<file path="src/fcod_pkg.sv">
// Shared types and constants for the flow cycle-off detector.
package fcod_pkg;

  localparam int unsigned CfgIdxW  = 8;
  localparam int unsigned CfgDataW = 16;
  localparam int unsigned FlowW    = 16;
  localparam int unsigned PeakW    = 15;
  localparam int unsigned CountW   = 8;
  localparam int unsigned PctW     = 7;
  localparam int unsigned TimeW    = 32;

  // flow * 100 fits in 24 signed bits, peak * percent in 22 unsigned bits
  localparam int unsigned ScaledW  = 24;
  localparam int unsigned ThreshW  = PeakW + PctW;

  localparam logic [PeakW-1:0]   MinPeakRst  = PeakW'(1000);
  localparam logic [CountW-1:0]  ConfirmRst  = CountW'(3);
  localparam logic [ScaledW-1:0] PctScale    = ScaledW'(100);

  localparam logic ReasonMaxTime = 1'b0;
  localparam logic ReasonFlow    = 1'b1;

  typedef enum logic [CfgIdxW-1:0] {
    REG_MIN_PEAK_FLOW  = 8'd0,
    REG_CONFIRM_NEEDED = 8'd1
  } fcod_reg_e;

  typedef struct packed {
    logic [TimeW-1:0]        now_ms;
    logic                    in_inspiration;
    logic                    plan_eligible;
    logic [TimeW-1:0]        plan_sequence;
    logic [TimeW-1:0]        max_insp_time_ms;
    logic [TimeW-1:0]        rise_time_ms;
    logic [TimeW-1:0]        min_insp_time_ms;
    logic [PctW-1:0]         cycle_off_percent;
    logic signed [FlowW-1:0] flow;
    logic                    flow_valid;
    logic                    cycle_accepted;
  } fcod_in_t;

  typedef struct packed {
    logic              cycle_request;
    logic              cycle_reason;
    logic              tracking;
    logic [PeakW-1:0]  peak_flow;
    logic [CountW-1:0] confirm_count;
  } fcod_out_t;

  typedef struct packed {
    logic [CfgIdxW-1:0]  index;
    logic [CfgDataW-1:0] wdata;
  } fcod_cfg_wr_t;

  typedef struct packed {
    logic [PeakW-1:0]  min_peak_flow;
    logic [CountW-1:0] confirm_count_needed;
  } fcod_cfg_t;

endpackage

</file>
<file path="src/fcod_if.sv">
// Valid/ready channel interfaces for the detector's input, result and config words.
interface fcod_in_if;
  logic              valid;
  logic              ready;
  fcod_pkg::fcod_in_t data;
  modport source (output valid, output data, input ready);
  modport sink   (input valid, input data, output ready);
endinterface

interface fcod_out_if;
  logic               valid;
  logic               ready;
  fcod_pkg::fcod_out_t data;
  modport source (output valid, output data, input ready);
  modport sink   (input valid, input data, output ready);
endinterface

interface fcod_cfg_if;
  logic                  valid;
  logic                  ready;
  fcod_pkg::fcod_cfg_wr_t data;
  modport source (output valid, output data, input ready);
  modport sink   (input valid, input data, output ready);
endinterface

</file>
<file path="src/fcod_cfg.sv">
// Configuration register file: minimum peak flow and confirm count.
module fcod_cfg (
  input  logic                   clk_i,
  input  logic                   rst_ni,
  input  logic                   wr_en_i,
  input  fcod_pkg::fcod_cfg_wr_t wr_i,
  output fcod_pkg::fcod_cfg_t    cfg_o
);
  import fcod_pkg::*;

  logic [PeakW-1:0]  min_peak_q, min_peak_d;
  logic [CountW-1:0] need_q, need_d;

  always_comb begin
    min_peak_d = min_peak_q;
    need_d     = need_q;
    if (wr_en_i) begin
      unique case (fcod_reg_e'(wr_i.index))
        REG_MIN_PEAK_FLOW:  min_peak_d = wr_i.wdata[PeakW-1:0];
        REG_CONFIRM_NEEDED: need_d     = wr_i.wdata[CountW-1:0];
        default: ;
      endcase
    end
  end

  always_ff @(posedge clk_i or negedge rst_ni) begin
    if (!rst_ni) begin
      min_peak_q <= MinPeakRst;
      need_q     <= ConfirmRst;
    end else begin
      min_peak_q <= min_peak_d;
      need_q     <= need_d;
    end
  end

  assign cfg_o.min_peak_flow        = min_peak_q;
  assign cfg_o.confirm_count_needed = need_q;

endmodule

</file>
<file path="src/fcod_step.sv">
// Tracking state and the per-tick cycle-off decision logic.
module fcod_step (
  input  logic                clk_i,
  input  logic                rst_ni,
  input  logic                fire_i,
  input  fcod_pkg::fcod_in_t  item_i,
  input  fcod_pkg::fcod_cfg_t cfg_i,
  output fcod_pkg::fcod_out_t res_o
);
  import fcod_pkg::*;

  logic              trk_q, trk_d;
  logic [TimeW-1:0]  seq_q, seq_d;
  logic [TimeW-1:0]  start_q, start_d;
  logic [PeakW-1:0]  peak_q, peak_d;
  logic [CountW-1:0] cnt_q, cnt_d;

  logic                      restart;
  logic                      go_idle;
  logic                      req;
  logic                      reason;
  logic [TimeW-1:0]          start_cur;
  logic [PeakW-1:0]          peak_cur;
  logic [PeakW-1:0]          peak_new;
  logic [CountW-1:0]         cnt_cur;
  logic [CountW-1:0]         cnt_inc;
  logic [TimeW-1:0]          elapsed;
  logic signed [ScaledW-1:0] flow_scaled;
  logic [ThreshW-1:0]        thresh;
  logic                      above;
  logic                      armed;

  // Fresh tracking on first eligible tick or a new plan
  assign restart   = !trk_q || (seq_q != item_i.plan_sequence);
  assign start_cur = restart ? item_i.now_ms : start_q;
  assign peak_cur  = restart ? '0 : peak_q;
  assign cnt_cur   = restart ? '0 : cnt_q;
  assign elapsed   = item_i.now_ms - start_cur;

  assign peak_new = ($signed(item_i.flow) > $signed({1'b0, peak_cur})) ?
                    item_i.flow[PeakW-1:0] : peak_cur;

  assign flow_scaled = $signed(ScaledW'($signed(item_i.flow))) * $signed(PctScale);
  assign thresh      = ThreshW'(peak_new) * ThreshW'(item_i.cycle_off_percent);
  assign above       = flow_scaled > $signed({{(ScaledW-ThreshW){1'b0}}, thresh});

  assign armed = (elapsed >= item_i.rise_time_ms) &&
                 (elapsed >= item_i.min_insp_time_ms) &&
                 (peak_new >= cfg_i.min_peak_flow);

  assign cnt_inc = (cnt_cur < cfg_i.confirm_count_needed) ? cnt_cur + CountW'(1) : cnt_cur;

  always_comb begin
    trk_d   = 1'b1;
    seq_d   = item_i.plan_sequence;
    start_d = start_cur;
    peak_d  = peak_cur;
    cnt_d   = cnt_cur;
    req     = 1'b0;
    reason  = ReasonMaxTime;
    go_idle = 1'b0;
    if (!(item_i.in_inspiration && item_i.plan_eligible)) begin
      go_idle = 1'b1;
    end else if (elapsed >= item_i.max_insp_time_ms) begin
      req     = 1'b1;
      reason  = ReasonMaxTime;
      go_idle = item_i.cycle_accepted;
    end else if (!item_i.flow_valid) begin
      cnt_d = '0;
    end else begin
      peak_d = peak_new;
      if (armed) begin
        if (above) begin
          cnt_d = '0;
        end else begin
          cnt_d = cnt_inc;
          if (cnt_inc >= cfg_i.confirm_count_needed) begin
            req     = 1'b1;
            reason  = ReasonFlow;
            go_idle = item_i.cycle_accepted;
          end
        end
      end
    end
    if (go_idle) begin
      trk_d   = 1'b0;
      seq_d   = '0;
      start_d = '0;
      peak_d  = '0;
      cnt_d   = '0;
    end
  end

  always_ff @(posedge clk_i or negedge rst_ni) begin
    if (!rst_ni) begin
      trk_q   <= 1'b0;
      seq_q   <= '0;
      start_q <= '0;
      peak_q  <= '0;
      cnt_q   <= '0;
    end else if (fire_i) begin
      trk_q   <= trk_d;
      seq_q   <= seq_d;
      start_q <= start_d;
      peak_q  <= peak_d;
      cnt_q   <= cnt_d;
    end
  end

  assign res_o.cycle_request = req;
  assign res_o.cycle_reason  = reason;
  assign res_o.tracking      = trk_d;
  assign res_o.peak_flow     = peak_d;
  assign res_o.confirm_count = cnt_d;

  // idle means every tracking field is cleared
  a_idle_clear: assert property (@(posedge clk_i) disable iff (!rst_ni)
    !trk_q |-> (peak_q == '0) && (cnt_q == '0) && (seq_q == '0) && (start_q == '0))
    else $error("idle state not cleared");

  // accepted request drops tracking
  a_accept_idle: assert property (@(posedge clk_i) disable iff (!rst_ni)
    fire_i && req && item_i.cycle_accepted |=> !trk_q)
    else $error("accepted request left block tracking");

  // ineligible tick drops tracking
  a_inelig_idle: assert property (@(posedge clk_i) disable iff (!rst_ni)
    fire_i && !(item_i.in_inspiration && item_i.plan_eligible) |=> !trk_q)
    else $error("ineligible tick left block tracking");

  // flow reason only on a request
  a_reason_req: assert property (@(posedge clk_i) disable iff (!rst_ni)
    fire_i && reason |-> req)
    else $error("flow reason without request");

endmodule

</file>
<file path="src/flow_cycle_off_detector_unit.sv">
// Top level of the pressure-support flow cycle-off detector.
//
//  channel  | dir | word                       | notes
//  ---------+-----+----------------------------+-------------------------------
//  in_i     | in  | one ms tick: time, plan,   | accepted when valid && ready
//           |     | flow sample, acceptance    |
//  out_o    | out | request, reason, tracking, | one word per input word
//           |     | peak flow, confirm count   |
//  cfg_i    | in  | register index + data      | always ready; 0 min peak flow,
//           |     |                            | 1 confirm count needed
//
// Cycles: one word per clock sustained while out_o is not held off. A word
// is registered in the input register, the decision logic runs from there
// into the result register, and the result is offered on out_o from the
// result register.
// The tracking state updates at the edge the word moves into the result
// register, so each tick sees the state its predecessor left.
// Stalls: when out_o is held off, the result register holds and the input
// register fills; in_i.ready drops only when both are full.
// Reset (rst_ni low, async) empties both registers, idles the tracker and
// loads min peak flow 1000 and confirm count 3.
module flow_cycle_off_detector_unit (
  input  logic       clk_i,
  input  logic       rst_ni,
  fcod_in_if.sink    in_i,
  fcod_out_if.source out_o,
  fcod_cfg_if.sink   cfg_i
);
  import fcod_pkg::*;

  logic      in_valid_q, in_valid_d;
  fcod_in_t  in_data_q, in_data_d;
  logic      out_valid_q, out_valid_d;
  fcod_out_t out_data_q, out_data_d;

  logic      advance;   // result register can take a word
  logic      fire;      // word moves input reg -> result reg
  logic      in_take;
  fcod_cfg_t cfg;
  fcod_out_t res;

  assign advance  = !out_valid_q || out_o.ready;
  assign fire     = in_valid_q && advance;
  assign in_i.ready = !in_valid_q || advance;
  assign in_take  = in_i.valid && in_i.ready;

  assign cfg_i.ready = 1'b1;

  fcod_cfg u_cfg (
    .clk_i   (clk_i),
    .rst_ni  (rst_ni),
    .wr_en_i (cfg_i.valid),
    .wr_i    (cfg_i.data),
    .cfg_o   (cfg)
  );

  fcod_step u_step (
    .clk_i  (clk_i),
    .rst_ni (rst_ni),
    .fire_i (fire),
    .item_i (in_data_q),
    .cfg_i  (cfg),
    .res_o  (res)
  );

  always_comb begin
    in_valid_d = in_valid_q;
    in_data_d  = in_data_q;
    if (in_take) begin
      in_valid_d = 1'b1;
      in_data_d  = in_i.data;
    end else if (fire) begin
      in_valid_d = 1'b0;
    end
    out_valid_d = out_valid_q;
    out_data_d  = out_data_q;
    if (advance) begin
      out_valid_d = fire;
      out_data_d  = res;
    end
  end

  always_ff @(posedge clk_i or negedge rst_ni) begin
    if (!rst_ni) begin
      in_valid_q  <= 1'b0;
      out_valid_q <= 1'b0;
    end else begin
      in_valid_q  <= in_valid_d;
      out_valid_q <= out_valid_d;
    end
  end

  // payload registers, no reset
  always_ff @(posedge clk_i) begin
    in_data_q  <= in_data_d;
    out_data_q <= out_data_d;
  end

  assign out_o.valid = out_valid_q;
  assign out_o.data  = out_data_q;

  // a word in the input register always moves on when the result side frees
  a_no_bubble: assert property (@(posedge clk_i) disable iff (!rst_ni)
    in_valid_q && !out_valid_q |=> out_valid_q)
    else $error("pending word not moved to result register");

  // result register only loads from a pending word
  a_out_src: assert property (@(posedge clk_i) disable iff (!rst_ni)
    !out_valid_q && !in_valid_q |=> !out_valid_q)
    else $error("result appeared without a pending word");

  // a stalled full pipe accepts nothing
  a_full_stall: assert property (@(posedge clk_i) disable iff (!rst_ni)
    in_valid_q && out_valid_q && !out_o.ready |-> !in_i.ready)
    else $error("input taken while pipe full and stalled");

endmodule

</file>
<file path="src/flat_wrapper.sv">
// flat-port wrapper written by rule: the top's interface ports become plain ports
module flow_cycle_off_detector_unit_flat import fcod_pkg::*;
  (clk_i, rst_ni, in_i_valid, in_i_data, in_i_ready, out_o_valid, out_o_data, out_o_ready, cfg_i_valid, cfg_i_data, cfg_i_ready);
  fcod_in_if in_i_i ();
  fcod_out_if out_o_i ();
  fcod_cfg_if cfg_i_i ();
  input  logic clk_i;
  input  logic rst_ni;
  input wire logic [$bits(in_i_i.valid)-1:0] in_i_valid;
  input wire logic [$bits(in_i_i.data)-1:0] in_i_data;
  output wire logic [$bits(in_i_i.ready)-1:0] in_i_ready;
  output wire logic [$bits(out_o_i.valid)-1:0] out_o_valid;
  output wire logic [$bits(out_o_i.data)-1:0] out_o_data;
  input wire logic [$bits(out_o_i.ready)-1:0] out_o_ready;
  input wire logic [$bits(cfg_i_i.valid)-1:0] cfg_i_valid;
  input wire logic [$bits(cfg_i_i.data)-1:0] cfg_i_data;
  output wire logic [$bits(cfg_i_i.ready)-1:0] cfg_i_ready;
  assign in_i_i.valid = in_i_valid;
  assign in_i_i.data = in_i_data;
  assign in_i_ready = in_i_i.ready;
  assign out_o_valid = out_o_i.valid;
  assign out_o_data = out_o_i.data;
  assign out_o_i.ready = out_o_ready;
  assign cfg_i_i.valid = cfg_i_valid;
  assign cfg_i_i.data = cfg_i_data;
  assign cfg_i_ready = cfg_i_i.ready;
  flow_cycle_off_detector_unit u_core (.clk_i(clk_i), .rst_ni(rst_ni), .in_i(in_i_i), .out_o(out_o_i), .cfg_i(cfg_i_i));
endmodule
</file>
<file path="config.mk">
export PLATFORM = sky130hd
export DESIGN_NAME = flow_cycle_off_detector_unit_flat
export DESIGN_NICKNAME = d
export VERILOG_FILES = /design/src/fcod_pkg.sv /design/src/fcod_if.sv /design/src/fcod_cfg.sv /design/src/fcod_step.sv /design/src/flow_cycle_off_detector_unit.sv /design/src/flat_wrapper.sv
export SDC_FILE = /design/constraint.sdc
export NUM_CORES = 1
export LEC_CHECK = 0
export BUFFER_PORTS_ARGS = -buffer_cell sky130_fd_sc_hd__clkbuf_2
export CAP_MARGIN = 20
export CORE_ASPECT_RATIO = 1.75
export CORE_MARGIN = 10
export CORE_UTILIZATION = 30
export CTS_CLUSTER_DIAMETER = 40
export DETAILED_ROUTE_END_ITERATION = 8
export PLACE_DENSITY = 0.58
export SLEW_MARGIN = 25
export SYNTH_ARGS = -nofsm -noshare
export SYNTH_HDL_FRONTEND = slang
export SYNTH_HIERARCHICAL = 1
export SYNTH_SLANG_ARGS = --single-unit
export TNS_END_PERCENT = 1
</file>
<file path="constraint.sdc">
create_clock -name clk_i -period 10.8 [get_ports clk_i]
set_clock_uncertainty 0.1 [all_clocks]
set_input_delay 1.08 -clock clk_i [delete_from_list [all_inputs] [get_ports clk_i]]
set_output_delay 1.08 -clock clk_i [all_outputs]
set_load 0.05 [all_outputs]
</file>
Word level (Yosys, flattened, before mapping)

Cells that the tools add are included.

Add/sub/neg operators: 2
Multipliers: 2
$lt $le $gt $ge: 8
Equality and inequality tests: 2
Multiplexer cells: 31
Bitwise gates (word level): 1
Reduce and logical (&&, ||, !) cells: 16

Operator list:

| cell                  | count |
|---|---|
| $ge 32x32->1          | 3 |
| $mux 32               | 3 |
| $mux 15               | 6 |
| $mux 8                | 8 |
| $ne 32x32->1          | 1 |
| $sub 32x32->32        | 1 |
| $gt 24x23->1          | 1 |
| $mul 15x7->22         | 1 |
| $mul 16x6->22 const B | 1 |
| $gt 16x16->1          | 1 |
| $ge 15x15->1          | 1 |
| $mux 1                | 14 |
| $add 8x1->8 const B   | 1 |
| $eq 8x1->1 const B    | 1 |
| $ge 8x8->1            | 1 |
| $logic_not 8->1       | 1 |
| $lt 8x8->1            | 1 |
| $logic_and 1x1->1     | 5 |
| $reduce_and 2->1      | 2 |
| $logic_not 1->1       | 3 |
| $logic_or 1x1->1      | 3 |
| $reduce_bool 2->1     | 1 |
| $reduce_or 2->1       | 1 |
| $not 1->1             | 1 |

Bits in registers: 326
Input bits: 216
Output and inout port bits: 29
Word-level logic and storage cells: 87

Logic depth before layout (Yosys ltp)

Gate-level depths: netlist of the first run.

Depth in word-level cells: 13
Depth in mapped cells: 49
Mapped depth without buffers: 45

Hierarchy

Netlist of the first run, hierarchy kept.

Modules (own cells, without submodules):

| module                       | times used | cells each | area an instance (um^2) | seq. area each (um^2) |
|---|---|---|---|---|
| fcod_step                    | 1          | 1924       | 15788.9                 | 2202.1 |
| flow_cycle_off_detector_unit | 1          | 223        | 6513.7                  | 6446.2 |
| fcod_cfg                     | 1          | 53         | 940.9                   | 585.6 |

Worst setup path after synthesis of the first run

No wires, ideal clock.

Path type: reg2reg
From: register u_core/in_data_q[129] (netlist bit)
To: register u_core.out_data_q, in the netlist u_core/out_o.data[12], data pin
Setup time: 0.270 ns
Data arrival time: 10.026 ns
Required time: 10.430 ns
Setup slack: 0.404 ns
Cell stages (with the launch flop): 46
Path buffers: 5
Clock period less this slack: 10.396 ns
Cells stage by stage: edfxtp_1 -> xnor2_1 -> nand4_1 -> nor4_1 -> and3_1 -> clkbuf_1 -> clkbuf_1 -> nand2_1 -> ha_1 -> and4b_1 -> nand4_1 -> o31ai_1 -> nor3b_1 -> nor2_1 -> clkbuf_1 -> o21ai_1 -> and2_1 -> fa_1 -> (+10 left out) -> a211oi_1 -> o311a_1 -> o21a_1 -> o21a_1 -> o41ai_1 -> xor2_1 -> ha_1 -> a21oi_1 -> o21ai_0 -> a21o_1 -> o22a_1 -> o31a_1 -> or3_4 -> o31a_1 -> nand3_2 -> buf_4 -> buf_4 -> a21oi_1

RTL lines:

| element                | RTL line                           | text |
|---|---|---|
| from (decl)            | flow_cycle_off_detector_unit.sv:32 | `fcod_in_t in_data_q, in_data_d;` |
| from (signal assigned) | flow_cycle_off_detector_unit.sv:95 | `in_data_q <= in_data_d;` |
| to (signal assigned)   | flow_cycle_off_detector_unit.sv:96 | `out_data_q <= out_data_d;` |
| to (decl)              | flow_cycle_off_detector_unit.sv:34 | `fcod_out_t out_data_q, out_data_d;` |

==> impl_metrics.ini, run 1 <==
[worst_setup_path]
critPathMaxFanout = 8
r2r_start = u_core/in_data_q[125]
startpoint_type = flop
reg2reg_slack_ns = 0.33
arrival_ns = 10.70
cp.required_ns = 11.04
cpMaxStageDelayCell = fa_1
critPathKind = flop to flop
rr_endpoint = u_core/out_o.data[0]
slowest_delay_ns = 0.54
endpoint_kind = flop
rr_worst_depth = 45

[min_path]
holdPathEnd = u_core/u_step/peak_q[5]
holdPathStages = 2
hold_path.startpoint = u_core/u_step/peak_q[5]
min_path_type = flop to flop

[timing]
setup_viol = 0
post-route-min-period_ns = 10.47
worstMarginPinSlew_ns = 1.01
slew_viol_final = 0
tns_ns = 0
post-route-period-util_pct = 96.9
relSlewSlack_pct = 30.7
finalHoldViolCount = 0
fmax_ghz = 0.0956

[floorplanning]
start_util_pct = 30.1
io_pins = 245
die_h_um = 388
die-area_sq_um = 89400
die_w_um = 230
num_rows = 135
core_area_sq_um = 77200

[routing]
num_vias = 17388
drc = 0
drt_iter0_markers = 612
via_per_inst = 4.81
ant_nets = 0
firstDrtPassIters = 5
post_drt_wl_per_cell_um = 18.5
wirelength_mm = 66.8

[layout]
layout_common_cells = inv_1, ha_1, clkbuf_2, edfxtp_1, nand2_1
drive_gt1_share_pct = 22.2
final_nets = 3129
final_common_cell = inv_1
syn2layout_area_growth_pct = 23.1
diodes = 0
final_util_pct = 37.1

[synthesis]
ys_seq_area_share_pct = 39.7
syn_area_per_cell_sq_um = 10.6
synthFlopType = edfxtp_1
synth-warning-count = 6
async_flop_share_pct = 34.7
synth_nets = 2778
synth_seq_cells = 326
synth.distinct_cells = 90
synth_edf_count = 213
syn_area_sq_um = 23200
postSynthCellCount = 2200

[clocking]
clock-root-buffer = clkbuf_16
path_clk_slew_ns = 0.06
cts_tree = done
clock_path_buffers = 3
clk_latency_ns = 0.60
clock_sinks = 326
cts_max_level = 2
numCtsBuffers = 48

[placement]
port_buffers = 242
gp_congestion = 0.860
dpl.hpwl_mm = 52.8

[power]
p_per_area_nw_per_um2 = 156
peakVddDrop_uv = 145
p_leak_nw = 13.3

[flow_run]
max_cap_viol_count = 0

[grt]
grt_use_total_pct = 14.5
overflow = 0
grt_pass1_vias = 18590
antenna_found_initial = 1
grt_pass1_wl_mm = 101
grt_max_degree = 142

[outcome]
status = finished, final reports clean
-- sequential cells by signal (all words and copies together), names as in the netlist --
register / flops
u_core/u_step/peak_q: 15
u_core/in_valid_q: 1
u_core/u_cfg/need_q: 8
u_core/u_step/trk_q: 1
u_core/u_step/cnt_q: 8
u_core/out_o.valid: 1
u_core/out_o.data: 26
u_core/u_step/seq_q: 32
u_core/u_step/start_q: 32
u_core/in_data_q: 187
u_core/u_cfg/min_peak_q: 15
-- synthesized netlist by cell type, types with 7 or more instances --
cell       number  area share (%)
o2bb2ai_1      46             1.7
dfrtp_1       105              11
and2_1         84             2.3
and4_1          7            0.26
a211o_1         9            0.34
nor2b_1        12            0.32
o21ai_0        70             1.5
a211oi_1       30            0.97
a21oi_1        91             2.0
edfxtp_1      213              28
o21ai_1        16            0.34
a31oi_1         7            0.19
clkbuf_1       40            0.65
nand4_1        35            0.94
o21a_1         17            0.55
nor4_1          8            0.22
o211ai_1       11            0.36
nor3_1         23            0.50
xnor2_1        69             2.6
fa_1           79             6.8
a21o_1         44             1.4
inv_1         290             4.7
or3_1           8            0.22
dfstp_2         8            0.90
mux2i_1        33             1.4
nand3_1        30            0.65
nor2_1         93             1.5
nand2b_1       17            0.46
buf_4          12            0.39
ha_1          283              15
a22o_1         32             1.2
a2111oi_0       8            0.30
nand2_1       174             2.8
mux2_2         16            0.78
xor2_1         26            0.98
and3_1         14            0.38
mux2_4          8            0.52
o31ai_1        17            0.55
-- worst max-delay path: cells and delay by family (launching register included) --
family                     cells  cell delay, ns
AOI/OAI and AO/OA             16            2.96
adders and majority gates      7            2.87
and+or+nand+nor               11            2.32
buffers and inverters          9            1.08
DFF                            1            0.44
xor gates and xnor gates       2            0.38
-- worst max path at each step --
stage,startpoint,end,depth (start not counted)
floorplan,u_core/in_data_q[129],u_core/out_o.data[12],45
global placement,u_core/in_data_q[126],u_core/out_o.data[14],43
detailed placement,u_core/in_data_q[126],u_core/out_o.data[20],41
CTS,u_core/in_data_q[140],u_core/out_o.data[20],43
global route,u_core/in_data_q[139],u_core/out_o.data[0],47
finish,u_core/in_data_q[125],u_core/out_o.data[0],45
-- timing repair --
item / 4_1_cts / 5_1_grt
gates cloned: 0 / 7
setup buffers: 0 / 18
hold endpoints to repair: 0 / 0
gates resized for setup: 7 / 95
hold buffers: 0 / 0
pin swaps: 0 / 45
setup endpoints to repair: 98 / 114
-- power by group --
group	total [mW]	switching (mW)	internal, mW
clock network	1.57	0.675	0.898
registers	1.50	0.0645	1.44
logic	1.39	0.803	0.592
-- kinds of logic (layout without fill, tap and decap cells) --
| kind of cell | Yosys count | after routing | share of synthesized area (%) |
|---|---|---|---|
| AO/OA/AOI/OAI | 459 | 459 | 13.8 |
| XOR/XNOR | 96 | 96 | 3.65 |
| adder cells (fa/ha/maj) | 362 | 362 | 22.0 |
| buffers and inverters | 358 | 748 | 6.17 |
| flip-flops | 326 | 326 | 39.7 |
| multiplexers | 57 | 57 | 2.71 |
| other | 1 | 1 | 0.0161 |
| AND/OR/NAND/NOR | 541 | 541 | 11.9 |
-- routing by layer --
layer | vias up | global-route usage, % | wire [um]
met4 | 2 | 5.95 | 2660
met2 | 356 | 28.7 | 37700
met3 | 118 | 2.57 | 2540
li1 | 8548 | - | -
met5 | - | 0 | 13
met1 | 8364 | 14.3 | 23800
-- stage by stage --
step | total power, mW | std cells | cell area (sq um) | hold WS, ns | setup WS (ns)
3_3_place_gp | 2.86 | 3503 | 26200 | 0.360 | -0.0405
4_1_cts | 4.49 | 3592 | 27900 | 0.380 | 0.00747
6_report | 4.47 | 3617 | 28600 | 0.380 | 0.335
3_5_place_dp | 2.88 | 3503 | 26200 | 0.365 | -0.103
5_1_grt | 4.77 | 3617 | 28600 | 0.398 | -0.0549
2_1_floorplan | 2.44 | 2200 | 23200 | 0.348 | 0.404
-- layout make-up --
cell class,instances,area (sq um)
fillers,7738,48600
multi-input cells,1516,13000
flip-flops and latches,326,9230
repair buffers,367,2340
well taps,1027,1280
clock buffers,55,1250
inverters,292,1110
clock inverters,34,397
No activity file was read; power rests on OpenSTA's default activity.
==> run 2, diff against run 1 <==
--- a/config.mk
+++ b/config.mk
@@ -11,8 +11,9 @@
 export CORE_MARGIN = 10
 export CORE_UTILIZATION = 30
 export CTS_CLUSTER_DIAMETER = 40
+export CTS_CLUSTER_SIZE = 16
 export DETAILED_ROUTE_END_ITERATION = 8
-export PLACE_DENSITY = 0.58
+export PLACE_DENSITY = 0.5
 export SLEW_MARGIN = 25
 export SYNTH_ARGS = -nofsm -noshare
 export SYNTH_HDL_FRONTEND = slang
==> impl_metrics.ini, run 2 (same netlist as run 1, synthesis figures left out) <==
[outcome]
status = finished, final reports clean

[layout]
nFillCells = 7705
final_common_cell = inv_1
largest_reg_flops = 187
final_nets = 3140
final_area_sq_um = 28700
layout_common_cells = inv_1, ha_1, clkbuf_2, edfxtp_1, nand2_1
top_regs = u_core/in_data_q: 187 flops, u_core/u_step/seq_q: 32 flops, u_core/u_step/start_q: 32 flops
regMostFlops = u_core/in_data_q
syn2layout_area_growth_pct = 23.3
drive_gt1_share_pct = 22.4

[grt]
grt_max_degree = 129
antenna_found_initial = 1
grt_use_total_pct = 15.0
grt_pass1_vias = 19352
overflow = 0
grt_pass1_wl_mm = 106

[floorplanning]
die_w_um = 230
io_pins = 245
die_h_um = 388
core_area_sq_um = 77200
die-area_sq_um = 89400
start_util_pct = 30.1
num_rows = 135

[clocking]
path_clk_slew_ns = 0.07
postCtsHoldBufs = 0
cts_tree = done
clk_latency_ns = 0.60
clock-root-buffer = clkbuf_16
cts_max_level = 2
numCtsBuffers = 45
clock_path_buffers = 3
clock_sinks = 326

[worst_setup_path]
arrival_ns = 10.66
cpMaxStageDelayCell = fa_1
endpoint_kind = flop
startpoint_type = flop
crit_top_cell = fa_1
critPathKind = flop to flop
r2r_start = u_core/in_data_q[139]
cp.required_ns = 11.03
rr_endpoint = u_core/out_o.data[0]
rr_worst_depth = 46
reg2reg_slack_ns = 0.36
slowest_delay_ns = 0.54
critPathMaxFanout = 7

[timing]
post-route-min-period_ns = 10.44
tns_ns = 0
fmax_ghz = 0.0958
post-route-period-util_pct = 96.6
finalHoldViolCount = 0
relSlewSlack_pct = 32.8
slew_viol_final = 0
worstMarginPinSlew_ns = 0.982
setup_viol = 0

[min_path]
holdPathStages = 1
min_path_type = flop to flop
hold_path.startpoint = u_core/u_step/start_q[0]
holdPathEnd = u_core/u_step/start_q[0]

[routing]
firstDrtPassIters = 6
num_vias = 17680
drc = 0
post_drt_wl_per_cell_um = 18.9
ant_nets = 0
via_per_inst = 4.87
drt_iter0_markers = 794
wirelength_mm = 68.5

[placement]
dpl.hpwl_mm = 55.1
port_buffers = 242
gp_congestion = 0.896
placed_area_sq_um = 26400

[power]
p_leak_nw = 13.3
p_per_area_nw_per_um2 = 156
peakVddDrop_uv = 131

[flow_run]
max_cap_viol_count = 0
run 2: cell count changes in the layout (fill, tap and decap cells not counted), moves of 3 or more:
cell       before  now
xnor2_1        51   56
and2_4          5    2
clkbuf_16      53   48
clkbuf_1        5    2
buf_12          5    9
nand2_2         9   17
nand2_1       165  157
xnor2_2        19   14
buf_4         106  120
and2_1         80   83
run 2: where the power goes:
part           leakage (nW)  internal, mW  total (mW)  switching (mW)
logic                  8.92         0.590        1.40           0.808
registers              3.58          1.44        1.50          0.0629
clock network         0.776         0.887        1.56           0.673
total                  13.3          2.91        4.46            1.54
run 2: worst max path at each step:
stage                                      endpoint  cells past startpoint             startpoint
final                          u_core/out_o.data[0]                     46  u_core/in_data_q[139]
after global routing           u_core/out_o.data[0]                     46  u_core/in_data_q[136]
after CTS                     u_core/out_o.data[15]                     44  u_core/in_data_q[133]
after detailed placement  u_core/u_step/start_q[30]                     45  u_core/in_data_q[126]
after global placement        u_core/out_o.data[14]                     43  u_core/in_data_q[126]
after floorplan               u_core/out_o.data[12]                     45  u_core/in_data_q[129]
run 2: final cells by class:
| cell class | instances | area [sq um] | area share [%] |
|---|---|---|---|
| repair buffers | 381 | 2430 | 8.49 |
| clock inverters | 35 | 419 | 1.46 |
| clock buffers | 49 | 1180 | 4.13 |
| inverters | 292 | 1100 | 3.83 |
| diodes | 1 | 2.50 | 0.00873 |
| multi-input cells | 1516 | 13000 | 45.4 |
| flip-flops and latches | 326 | 9230 | 32.2 |
| well taps | 1027 | 1280 | 4.48 |
run 2: repair_timing:
action,CTS,global route
cloned,0,2
setup buffers,0,22
pin swaps,0,37
setup endpoints to repair,112,114
gates resized for setup,9,96
run 2: routing by layer:
metal	vias to the layer above	GRT usage, %	wire [um]
li1	8552	-	-
met1	8616	14.2	23700
met2	380	30.2	38800
met3	132	2.52	2640
met4	0	7.24	3230
met5	-	0	0
run 2: critical path, delay by kind of cell, from the launching register on:
family / cells / cell delay, ns
and+or+nand+nor: 11 / 2.04
DFF: 1 / 0.42
buffers and inverters: 9 / 1.13
AOI/OAI and AO/OA: 17 / 3.19
adders and majority gates: 7 / 2.86
xor gates and xnor gates: 2 / 0.44
run 2: through the flow:
| step | cells | hold WS [ns] | utilization, % | worst slack (ns) | power, mW |
|---|---|---|---|---|---|
| 2_1_floorplan | 2200 | 0.348 | - | 0.404 | 2.44 |
| 3_3_place_gp | 3518 | 0.363 | 34.2 | -0.131 | 2.85 |
| 3_5_place_dp | 3518 | 0.369 | 34.2 | -0.264 | 2.89 |
| 4_1_cts | 3602 | 0.386 | 36.3 | 0.0232 | 4.49 |
| 5_1_grt | 3627 | 0.423 | 37.1 | -0.0257 | 4.75 |
| 6_report | 3627 | 0.392 | 37.1 | 0.363 | 4.46 |
